$ cat config.mk
export PLATFORM = sky130hd
export DESIGN_NAME = swerve_odometry_update
export DESIGN_NICKNAME = d
export VERILOG_FILES = /design/src/hdl/swodo_pkg.sv /design/src/hdl/swodo_ctrl.sv /design/src/hdl/swodo_dp.sv /design/src/hdl/swerve_odometry_update.sv
export SDC_FILE = /design/constraint.sdc
export NUM_CORES = 2
export LEC_CHECK = 0
export ABC_AREA = 0
export CORE_AREA = 2 2 472 474
export DETAILED_ROUTE_END_ITERATION = 8
export DIE_AREA = 0 0 474 476
export DONT_BUFFER_PORTS = 1
export HOLD_SLACK_MARGIN = 0.06
export PLACE_DENSITY = 0.5
export SLEW_MARGIN = 5
export SYNTH_ARGS = -nofsm -noshare
export SYNTH_HDL_FRONTEND = slang
export SYNTH_SLANG_ARGS = --single-unit
$ cat constraint.sdc
create_clock -name clk_i -period 9.4 [get_ports clk_i]
set_input_delay 1.88 -clock clk_i [delete_from_list [all_inputs] [get_ports clk_i]]
set_output_delay 1.88 -clock clk_i [all_outputs]
set_load 0.02 [all_outputs]
$ cat src/hdl/swodo_pkg.sv
`timescale 1ns / 1ps

package swodo_pkg;

  // field widths
  localparam int unsigned AngW   = 17;
  localparam int unsigned DistW  = 18;
  localparam int unsigned PosW   = 32;
  localparam int unsigned TrigW  = 32;

  // module count is fixed by the port list; the mean divides by a power of two
  localparam int unsigned Modules     = 4;
  localparam int unsigned ModW        = $clog2(Modules);
  localparam int unsigned CordicSteps = 16;
  localparam int unsigned AtanLen     = 24;
  localparam int unsigned StepW       = $clog2(AtanLen);

  // angle reduction: offset makes heading plus steering positive,
  // then five restoring steps against the quarter turn
  localparam int unsigned QuarterTurn = 11520;
  localparam int unsigned AngOffset   = 12 * QuarterTurn;
  localparam int unsigned RedW        = 19;
  localparam int unsigned ReduceSteps = 5;
  localparam int unsigned ZShift      = 15;

  localparam int unsigned ProdW     = DistW + TrigW;
  localparam int unsigned SumW      = ProdW + ModW;
  localparam int unsigned MeanShift = 30 + ModW;
  localparam int unsigned QuotW     = SumW - MeanShift;
  localparam int unsigned DeltaW    = QuotW + 1;

  typedef logic signed [AngW-1:0]   ang_t;
  typedef logic signed [DistW-1:0]  dist_t;
  typedef logic signed [PosW-1:0]   pos_t;
  typedef logic signed [TrigW-1:0]  trig_t;
  typedef logic signed [ProdW-1:0]  prod_t;
  typedef logic signed [SumW-1:0]   sum_t;
  typedef logic signed [DeltaW-1:0] delta_t;

  localparam trig_t CordicX0 = TrigW'(652032874);
  localparam logic signed [SumW:0] MeanHalf = (SumW+1)'(64'd1 << (MeanShift - 1));

  typedef enum logic [3:0] {
    OpNone,
    OpCapture,
    OpAngLoad,
    OpReduce,
    OpRotate,
    OpMulSin,
    OpMulCos,
    OpAddCos,
    OpMean,
    OpAccum,
    OpOutput
  } op_e;

  typedef enum logic [3:0] {
    StIdle,
    StAngle,
    StReduce,
    StRotate,
    StMulSin,
    StMulCos,
    StAddCos,
    StMean,
    StAccum,
    StFinish
  } state_e;

  typedef struct packed {
    op_e             op;
    logic [ModW-1:0]  mod_idx;
    logic [StepW-1:0] step;
  } cmd_t;

  typedef struct packed {
    logic init;
  } status_t;

  // atan(2^-i) in units of 2^-22 degree
  function automatic trig_t atan_entry(logic [StepW-1:0] i);
    trig_t r;
    unique case (i)
      5'd0:    r = TrigW'(188743680);
      5'd1:    r = TrigW'(111421900);
      5'd2:    r = TrigW'(58872272);
      5'd3:    r = TrigW'(29884485);
      5'd4:    r = TrigW'(15000234);
      5'd5:    r = TrigW'(7507429);
      5'd6:    r = TrigW'(3754631);
      5'd7:    r = TrigW'(1877430);
      5'd8:    r = TrigW'(938729);
      5'd9:    r = TrigW'(469366);
      5'd10:   r = TrigW'(234683);
      5'd11:   r = TrigW'(117342);
      5'd12:   r = TrigW'(58671);
      5'd13:   r = TrigW'(29335);
      5'd14:   r = TrigW'(14668);
      5'd15:   r = TrigW'(7334);
      5'd16:   r = TrigW'(3667);
      5'd17:   r = TrigW'(1833);
      5'd18:   r = TrigW'(917);
      5'd19:   r = TrigW'(458);
      5'd20:   r = TrigW'(229);
      5'd21:   r = TrigW'(115);
      5'd22:   r = TrigW'(57);
      5'd23:   r = TrigW'(29);
      default: r = '0;
    endcase
    return r;
  endfunction

endpackage

$ cat src/hdl/swodo_ctrl.sv
`timescale 1ns / 1ps

module swodo_ctrl #(
  parameter int unsigned CordicSteps = swodo_pkg::CordicSteps
) (
  input  logic                clk_i,
  input  logic                rst_ni,
  input  logic                in_valid_i,
  output logic                in_ready_o,
  output logic                out_valid_o,
  input  logic                out_ready_i,
  input  swodo_pkg::status_t  status_i,
  output swodo_pkg::cmd_t     cmd_o
);

  localparam logic [swodo_pkg::StepW-1:0] LastRot =
    swodo_pkg::StepW'(CordicSteps - 1);
  localparam logic [swodo_pkg::StepW-1:0] LastRed =
    swodo_pkg::StepW'(swodo_pkg::ReduceSteps - 1);
  localparam logic [swodo_pkg::ModW-1:0] LastMod =
    swodo_pkg::ModW'(swodo_pkg::Modules - 1);

  swodo_pkg::state_e state_q, state_d;
  logic [swodo_pkg::ModW-1:0]  mod_q, mod_d;
  logic [swodo_pkg::StepW-1:0] step_q, step_d;
  logic out_valid_q, out_valid_d;
  logic fin_fire;

  // result register is free or being emptied this cycle
  assign fin_fire = (state_q == swodo_pkg::StFinish) && (!out_valid_q || out_ready_i);

  always_comb begin
    state_d = state_q;
    mod_d   = mod_q;
    step_d  = step_q;
    unique case (state_q)
      swodo_pkg::StIdle: begin
        mod_d = '0;
        if (in_valid_i) state_d = swodo_pkg::StAngle;
      end
      swodo_pkg::StAngle: begin
        step_d = LastRed;
        if (status_i.init) state_d = swodo_pkg::StFinish;
        else state_d = swodo_pkg::StReduce;
      end
      swodo_pkg::StReduce: begin
        if (step_q == '0) state_d = swodo_pkg::StRotate;
        else step_d = step_q - 1'b1;
      end
      swodo_pkg::StRotate: begin
        if (step_q == LastRot) begin
          step_d  = '0;
          state_d = swodo_pkg::StMulSin;
        end else begin
          step_d = step_q + 1'b1;
        end
      end
      swodo_pkg::StMulSin: state_d = swodo_pkg::StMulCos;
      swodo_pkg::StMulCos: state_d = swodo_pkg::StAddCos;
      swodo_pkg::StAddCos: begin
        mod_d = mod_q + 1'b1;
        if (mod_q == LastMod) state_d = swodo_pkg::StMean;
        else state_d = swodo_pkg::StAngle;
      end
      swodo_pkg::StMean:   state_d = swodo_pkg::StAccum;
      swodo_pkg::StAccum:  state_d = swodo_pkg::StFinish;
      swodo_pkg::StFinish: begin
        if (fin_fire) state_d = swodo_pkg::StIdle;
      end
      default: state_d = swodo_pkg::StIdle;
    endcase
  end

  always_comb begin
    cmd_o.op      = swodo_pkg::OpNone;
    cmd_o.mod_idx = mod_q;
    cmd_o.step    = step_q;
    unique case (state_q)
      swodo_pkg::StIdle:   if (in_valid_i) cmd_o.op = swodo_pkg::OpCapture;
      swodo_pkg::StAngle:  if (!status_i.init) cmd_o.op = swodo_pkg::OpAngLoad;
      swodo_pkg::StReduce: cmd_o.op = swodo_pkg::OpReduce;
      swodo_pkg::StRotate: cmd_o.op = swodo_pkg::OpRotate;
      swodo_pkg::StMulSin: cmd_o.op = swodo_pkg::OpMulSin;
      swodo_pkg::StMulCos: cmd_o.op = swodo_pkg::OpMulCos;
      swodo_pkg::StAddCos: cmd_o.op = swodo_pkg::OpAddCos;
      swodo_pkg::StMean:   cmd_o.op = swodo_pkg::OpMean;
      swodo_pkg::StAccum:  cmd_o.op = swodo_pkg::OpAccum;
      swodo_pkg::StFinish: if (fin_fire) cmd_o.op = swodo_pkg::OpOutput;
      default:             cmd_o.op = swodo_pkg::OpNone;
    endcase
  end

  assign out_valid_d = fin_fire | (out_valid_q & ~out_ready_i);
  assign in_ready_o  = (state_q == swodo_pkg::StIdle);
  assign out_valid_o = out_valid_q;

  always_ff @(posedge clk_i or negedge rst_ni) begin
    if (!rst_ni) begin
      state_q     <= swodo_pkg::StIdle;
      mod_q       <= '0;
      step_q      <= '0;
      out_valid_q <= 1'b0;
    end else begin
      state_q     <= state_d;
      mod_q       <= mod_d;
      step_q      <= step_d;
      out_valid_q <= out_valid_d;
    end
  end

endmodule

$ cat src/hdl/swodo_dp.sv
`timescale 1ns / 1ps

module swodo_dp (
  input  logic                clk_i,
  input  logic                rst_ni,
  input  swodo_pkg::cmd_t     cmd_i,
  output swodo_pkg::status_t  status_o,
  input  logic                in_init_i,
  input  swodo_pkg::ang_t     gyro_angle_i,
  input  swodo_pkg::ang_t     wheel_angle_i [swodo_pkg::Modules],
  input  swodo_pkg::dist_t    wheel_dist_i [swodo_pkg::Modules],
  output swodo_pkg::pos_t     position_x_o,
  output swodo_pkg::pos_t     position_y_o
);

  localparam int unsigned RedW   = swodo_pkg::RedW;
  localparam int unsigned TrigW  = swodo_pkg::TrigW;
  localparam int unsigned SumW   = swodo_pkg::SumW;
  localparam int unsigned PosW   = swodo_pkg::PosW;
  localparam int unsigned QuotW  = swodo_pkg::QuotW;

  // round to nearest, ties away from zero, of sum / (modules * 2^30)
  function automatic swodo_pkg::delta_t mean_round(swodo_pkg::sum_t s);
    logic signed [SumW:0] ext;
    logic signed [SumW:0] rnd;
    logic [QuotW-1:0]     qv;
    ext = (SumW+1)'(s);
    rnd = s[SumW-1] ? (swodo_pkg::MeanHalf - ext) : (ext + swodo_pkg::MeanHalf);
    qv  = rnd[SumW-1:swodo_pkg::MeanShift];
    return s[SumW-1] ? -$signed({1'b0, qv}) : $signed({1'b0, qv});
  endfunction

  function automatic swodo_pkg::pos_t sat_add(swodo_pkg::pos_t a, swodo_pkg::delta_t d);
    logic signed [PosW:0] s;
    swodo_pkg::pos_t r;
    s = (PosW+1)'(a) + (PosW+1)'(d);
    if (s[PosW] != s[PosW-1]) r = s[PosW] ? {1'b1, {(PosW-1){1'b0}}} : {1'b0, {(PosW-1){1'b1}}};
    else r = s[PosW-1:0];
    return r;
  endfunction

  logic init_q, init_d;
  swodo_pkg::ang_t   gyro_q, gyro_d;
  swodo_pkg::ang_t   wang_q [swodo_pkg::Modules];
  swodo_pkg::ang_t   wang_d [swodo_pkg::Modules];
  swodo_pkg::dist_t  wdist_q [swodo_pkg::Modules];
  swodo_pkg::dist_t  wdist_d [swodo_pkg::Modules];
  logic [RedW-1:0]   v_q, v_d;
  logic [1:0]        quad_q, quad_d;
  swodo_pkg::trig_t  x_q, x_d, y_q, y_d, z_q, z_d;
  swodo_pkg::prod_t  prod_q, prod_d;
  swodo_pkg::sum_t   sx_q, sx_d, sy_q, sy_d;
  swodo_pkg::delta_t dx_q, dx_d, dy_q, dy_d;
  swodo_pkg::pos_t   acc_x_q, acc_x_d, acc_y_q, acc_y_d;
  swodo_pkg::pos_t   pos_x_q, pos_x_d, pos_y_q, pos_y_d;

  logic signed [RedW:0] ang_ext;
  logic [RedW-1:0]      red_div, red_next;
  logic                 red_ge;
  swodo_pkg::trig_t     xs, ys, at, sn, cs, trig_sel;
  swodo_pkg::dist_t     dist_sel;
  swodo_pkg::prod_t     mul;

  // heading plus steering, shifted positive by a whole number of turns
  assign ang_ext = (RedW+1)'(gyro_q) + (RedW+1)'(wang_q[cmd_i.mod_idx])
                 + (RedW+1)'(swodo_pkg::AngOffset);

  // one restoring step against quarter turn << step
  assign red_div  = RedW'(swodo_pkg::QuarterTurn) << cmd_i.step;
  assign red_ge   = (v_q >= red_div);
  assign red_next = red_ge ? (v_q - red_div) : v_q;

  assign xs = x_q >>> cmd_i.step;
  assign ys = y_q >>> cmd_i.step;
  assign at = swodo_pkg::atan_entry(cmd_i.step);

  always_comb begin
    unique case (quad_q)
      2'd0: begin sn = y_q;  cs = x_q;  end
      2'd1: begin sn = x_q;  cs = -y_q; end
      2'd2: begin sn = -y_q; cs = -x_q; end
      2'd3: begin sn = -x_q; cs = y_q;  end
      default: begin sn = y_q; cs = x_q; end
    endcase
  end

  assign dist_sel = wdist_q[cmd_i.mod_idx];
  assign trig_sel = (cmd_i.op == swodo_pkg::OpMulCos) ? cs : sn;
  assign mul      = dist_sel * trig_sel;

  always_comb begin
    init_d  = init_q;
    gyro_d  = gyro_q;
    wang_d  = wang_q;
    wdist_d = wdist_q;
    v_d     = v_q;
    quad_d  = quad_q;
    x_d     = x_q;
    y_d     = y_q;
    z_d     = z_q;
    prod_d  = prod_q;
    sx_d    = sx_q;
    sy_d    = sy_q;
    dx_d    = dx_q;
    dy_d    = dy_q;
    acc_x_d = acc_x_q;
    acc_y_d = acc_y_q;
    pos_x_d = pos_x_q;
    pos_y_d = pos_y_q;
    unique case (cmd_i.op)
      swodo_pkg::OpCapture: begin
        init_d  = in_init_i;
        gyro_d  = gyro_angle_i;
        wang_d  = wheel_angle_i;
        wdist_d = wheel_dist_i;
        sx_d    = '0;
        sy_d    = '0;
      end
      swodo_pkg::OpAngLoad: begin
        v_d    = ang_ext[RedW-1:0];
        quad_d = '0;
        x_d    = swodo_pkg::CordicX0;
        y_d    = '0;
      end
      swodo_pkg::OpReduce: begin
        v_d = red_next;
        if (cmd_i.step == swodo_pkg::StepW'(1)) quad_d[1] = red_ge;
        if (cmd_i.step == '0) begin
          quad_d[0] = red_ge;
          // residual below a quarter turn becomes the rotation phase
          z_d = TrigW'({red_next, {swodo_pkg::ZShift{1'b0}}});
        end
      end
      swodo_pkg::OpRotate: begin
        if (!z_q[TrigW-1]) begin
          x_d = x_q - ys;
          y_d = y_q + xs;
          z_d = z_q - at;
        end else begin
          x_d = x_q + ys;
          y_d = y_q - xs;
          z_d = z_q + at;
        end
      end
      swodo_pkg::OpMulSin: prod_d = mul;
      swodo_pkg::OpMulCos: begin
        prod_d = mul;
        sx_d   = sx_q + SumW'(prod_q);
      end
      swodo_pkg::OpAddCos: sy_d = sy_q + SumW'(prod_q);
      swodo_pkg::OpMean: begin
        dx_d = mean_round(sx_q);
        dy_d = mean_round(sy_q);
      end
      swodo_pkg::OpAccum: begin
        acc_x_d = sat_add(acc_x_q, dx_q);
        acc_y_d = sat_add(acc_y_q, dy_q);
      end
      swodo_pkg::OpOutput: begin
        pos_x_d = acc_x_q;
        pos_y_d = acc_y_q;
      end
      default: ;
    endcase
  end

  always_ff @(posedge clk_i) begin
    init_q  <= init_d;
    gyro_q  <= gyro_d;
    wang_q  <= wang_d;
    wdist_q <= wdist_d;
    v_q     <= v_d;
    quad_q  <= quad_d;
    x_q     <= x_d;
    y_q     <= y_d;
    z_q     <= z_d;
    prod_q  <= prod_d;
    sx_q    <= sx_d;
    sy_q    <= sy_d;
    dx_q    <= dx_d;
    dy_q    <= dy_d;
    pos_x_q <= pos_x_d;
    pos_y_q <= pos_y_d;
  end

  always_ff @(posedge clk_i or negedge rst_ni) begin
    if (!rst_ni) begin
      acc_x_q <= '0;
      acc_y_q <= '0;
    end else begin
      acc_x_q <= acc_x_d;
      acc_y_q <= acc_y_d;
    end
  end

  assign status_o.init = init_q;
  assign position_x_o  = pos_x_q;
  assign position_y_o  = pos_y_q;

endmodule

$ cat src/hdl/swerve_odometry_update.sv
`timescale 1ns / 1ps
// channel | handshake                | payload
// --------+--------------------------+-----------------------------------------------
// input   | in_valid_i / in_ready_o  | in_init_i, gyro_angle_i, wheel_angle_0..3_i,
//         |                          | wheel_dist_0..3_i
// output  | out_valid_o / out_ready_i| position_x_o, position_y_o
//
// a moving item passes, per module, through a load, 5 angle reduction steps,
// CordicSteps rotations of the one shared cordic unit, 2 products on the one
// shared multiplier and an add of the last product; then come the mean, the
// accumulation and the final write. an item in init goes from the angle state
// straight to the final write; reset clears the accumulated position to zero
// the result waits in an output register while the next item is worked on; a
// stalled output holds the controller only at that item's final write

module swerve_odometry_update #(
  parameter int unsigned CordicSteps = swodo_pkg::CordicSteps
) (
  input  logic             clk_i,
  input  logic             rst_ni,
  input  logic             in_valid_i,
  output logic             in_ready_o,
  input  logic             in_init_i,
  input  swodo_pkg::ang_t  gyro_angle_i,
  input  swodo_pkg::ang_t  wheel_angle_0_i,
  input  swodo_pkg::ang_t  wheel_angle_1_i,
  input  swodo_pkg::ang_t  wheel_angle_2_i,
  input  swodo_pkg::ang_t  wheel_angle_3_i,
  input  swodo_pkg::dist_t wheel_dist_0_i,
  input  swodo_pkg::dist_t wheel_dist_1_i,
  input  swodo_pkg::dist_t wheel_dist_2_i,
  input  swodo_pkg::dist_t wheel_dist_3_i,
  output logic             out_valid_o,
  input  logic             out_ready_i,
  output swodo_pkg::pos_t  position_x_o,
  output swodo_pkg::pos_t  position_y_o
);

  swodo_pkg::cmd_t    cmd;
  swodo_pkg::status_t status;
  swodo_pkg::ang_t    wheel_angle [swodo_pkg::Modules];
  swodo_pkg::dist_t   wheel_dist [swodo_pkg::Modules];

  assign wheel_angle[0] = wheel_angle_0_i;
  assign wheel_angle[1] = wheel_angle_1_i;
  assign wheel_angle[2] = wheel_angle_2_i;
  assign wheel_angle[3] = wheel_angle_3_i;
  assign wheel_dist[0]  = wheel_dist_0_i;
  assign wheel_dist[1]  = wheel_dist_1_i;
  assign wheel_dist[2]  = wheel_dist_2_i;
  assign wheel_dist[3]  = wheel_dist_3_i;

  swodo_ctrl #(
    .CordicSteps(CordicSteps)
  ) u_ctrl (
    .clk_i      (clk_i),
    .rst_ni     (rst_ni),
    .in_valid_i (in_valid_i),
    .in_ready_o (in_ready_o),
    .out_valid_o(out_valid_o),
    .out_ready_i(out_ready_i),
    .status_i   (status),
    .cmd_o      (cmd)
  );

  swodo_dp u_dp (
    .clk_i        (clk_i),
    .rst_ni       (rst_ni),
    .cmd_i        (cmd),
    .status_o     (status),
    .in_init_i    (in_init_i),
    .gyro_angle_i (gyro_angle_i),
    .wheel_angle_i(wheel_angle),
    .wheel_dist_i (wheel_dist),
    .position_x_o (position_x_o),
    .position_y_o (position_y_o)
  );

endmodule
==> impl_metrics.tcl <==
set metrics [dict create \
    vias 51958 \
    cts_hold_buffers 0 \
    hold_violations 0 \
    slew_viol_final 0 \
    initial_core_util 0.298 \
    synth.distinct_cells 96 \
    dieHeight_um 476 \
    fin_skew_ns 0.0376 \
    yosysSeqAreaShare 0.273 \
    maxCapViolations 0 \
    cts_root_buf "clkbuf_16" \
    cts_num_sinks 611 \
    setup_violations 0 \
    synth_top_area_frac 0.244 \
    synth_area_per_cell_um2 9.30 \
    synth_seq_cells 611 \
    grt_usage 0.180 \
    drt-initial-drc-count 3945 \
    overflow 0 \
    critPathMaxStageDelay_ns 0.58 \
    drt-total-wl_um 205000 \
    status "completed" \
    clockBufferDepth 3 \
    syn_area_mm2 0.0659 \
    grt_max_degree 85 \
    cts_max_level 3 \
    dieWidth_um 474 \
    drive_gt1_frac 0.0995 \
    drc_errors 0 \
    end_kind "flop" \
    worstPathRequired_ns 9.82 \
    syn_nets 8248 \
    finalCritPeriodShare 0.970 \
    cts-buffers-inserted 76 \
    yosysWarnings 0 \
    finalNetCount 8337 \
    fmax_mhz 110 \
    antenna_left 0 \
    clock_latency_ns 0.71 \
    postSynthCellCount 7085 \
    netlist_top_cells_area "edfxtp_1 24%, fa_1 17%, ha_1 8.4%" \
    post_drt_via_cell_ratio 5.09 \
    globalplace.congestion 0.910 \
    post-place-cells 10063 \
    grt_pass1_vias 52606 \
    grt_setup_unrepaired "true" \
    synthArstFlopShare 0.124 \
    post-dp-hpwl_um 162000 \
    clk_pin_slew_ns 0.06 \
    cp_max_fo 7 \
    relSlewSlack 0.261 \
    arrival_ns 9.54 \
    worst_slew_pin_slew_ns 1.11 \
    min_path_type "flop to flop" \
    cts_tree "yes" \
    port_buffers 0 \
    core_area_mm2 0.221 \
    startpoint_type "flop" \
    dr.pass1.iters 6 \
    path_class "flop to flop" \
    fin_crit_ns 9.12 \
    yosysTopAreaCell "edfxtp_1" \
    grt_pass1_wl_um 316000 \
    antenna_found_initial 8 \
    fin_cells 10213 \
    synth_edf_count 535 \
    die_area_mm2 0.226 \
    ios 228 \
    synth_flop_cell "edfxtp_1" \
    wire_per_inst_um 20.1 \
    cp_slowest_cell "fa_2" \
    rows 173 \
    area_delta_synth_final_pct 12.1 \
]
-- final cells by class --
| cell class | instances | area (um2) |
|---|---|---|
| inverter | 797 | 3000 |
| multi-input combinational | 5373 | 44100 |
| sequential | 611 | 18000 |
| antenna | 2 | 5.00 |
| timing repair buffer | 315 | 2450 |
| fill | 22718 | 147000 |
| tap | 2975 | 3720 |
| clock inverter | 56 | 659 |
| clock buffer | 84 | 1930 |
-- logic make-up (layout without fill, tap and decap cells) --
family                     after synthesis  count (layout)  synth area share
AOI/OAI and AO/OA                     1497            1497             0.144
xor gates and xnor gates               468             468            0.0622
adders and majority gates             1016            1016             0.256
buffers and inverters                 1101            1252            0.0645
DFF                                    611             611             0.273
muxes                                  218             218            0.0508
other                                    0               2                 0
and+or+nand+nor                       2174            2174             0.150
-- routing by layer --
layer	up-vias	global-route usage	wire, um
li1	24588	-	-
met1	25539	0.252	95600
met2	1528	0.287	91900
met3	297	0.0292	12400
met4	6	0.0481	5370
met5	-	0	38
-- what timing repair did --
| action | in CTS | in global routing |
|---|---|---|
| pin swaps | 2 | 16 |
| gates resized for setup | 8 | 65 |
| setup endpoints to repair | 12 | 19 |
| buffers inserted | 0 | 8 |
-- state kept, by name, summed over array words and instances, names as in the netlist, 5 cells and up --
register           cells
u_dp.x_q              32
u_dp.z_q              32
u_dp.sy_q             52
u_dp.v_q              19
u_dp.acc_x_q          32
u_dp.wdist_q          72
u_dp.dy_q             21
u_dp.y_q              32
u_dp.sx_q             52
u_dp.position_x_o     32
u_dp.dx_q             21
u_dp.acc_y_q          32
u_ctrl.step_q          5
u_dp.position_y_o     32
u_dp.gyro_q           17
u_dp.prod_q           50
u_dp.wang_q           68
-- critical path: cells and delay by family, from the launching register on --
family | cells | cell delay [ns]
adder cells (fa/ha/maj) | 7 | 3.38
AND/OR/NAND/NOR | 12 | 2.77
AO/OA/AOI/OAI | 8 | 1.33
buffers and inverters | 7 | 0.78
flip-flops | 1 | 0.40
XOR/XNOR | 1 | 0.13
multiplexers | 1 | 0.08
-- synth_stat cells, types with 28 or more instances --
master	count
nand2b_1	95
nor2b_1	63
o21ai_0	347
o31ai_1	45
or3_1	57
clkbuf_1	224
a31oi_1	80
mux2i_1	82
buf_1	36
dfrtp_1	76
inv_1	792
nor4_1	33
o21a_1	60
mux2_2	47
mux4_2	88
nor3_1	115
xor2_1	163
nor2_1	751
nand4_1	28
and2_1	57
o21bai_1	39
edfxtp_1	535
nand3_1	87
xnor2_1	305
nand2_1	714
fa_1	561
a21o_1	215
ha_1	440
and3_1	68
a21oi_1	415
a211oi_1	38
-- layout by cell type (no fill, tap or decap), types with 43 or more instances in the layout --
master	Yosys	layout
a21o_1	215	215
a21oi_1	415	407
a31oi_1	80	77
and2_1	57	57
and3_1	68	67
buf_4	14	305
clkbuf_16	0	76
dfrtp_1	76	69
edfxtp_1	535	535
fa_1	561	557
ha_1	440	436
inv_1	792	791
mux2_2	47	47
mux2i_1	82	82
mux4_2	88	88
nand2_1	714	707
nand2b_1	95	95
nand3_1	87	86
nor2_1	751	744
nor2b_1	63	62
nor3_1	115	113
o21a_1	60	60
o21ai_0	347	335
o31ai_1	45	43
or3_1	57	51
xnor2_1	305	304
xor2_1	163	163
-- per-stage QoR --
step	worst slack [ns]	setup TNS (ns)	utilization	cell area (um2)	hold WS [ns]
after floorplan	0.106	0	-	65900	0.453
after global placement	-0.147	-0.694	0.321	70900	0.477
after detailed placement	-0.239	-1.53	0.321	70900	0.475
after CTS	0.0364	0	0.333	73500	0.469
after global routing	-0.0417	-0.129	0.334	73900	0.488
final	0.278	0	0.334	73900	0.475
-- final timing paths --
kind	start	to	cells past startpoint	slack, ns
setup / recovery	u_dp.y_q[0]	u_dp.prod_q[49]	36	0.28
hold / removal	u_dp.acc_x_q[29]	u_dp.position_x_o[29]	0	0.47
setup reg to reg	u_dp.y_q[0]	u_dp.prod_q[49]	36	0.28
hold reg to reg	u_dp.acc_x_q[29]	u_dp.position_x_o[29]	0	0.47
max in group asynchronous	rst_ni	u_ctrl.step_q[0]	0	8.36
min in group asynchronous	rst_ni	u_dp.acc_x_q[25]	0	0.89
Power is left out: the tool's default activity adds up to more than one toggle a clock period on the data nets, which glitch-free logic cannot reach.
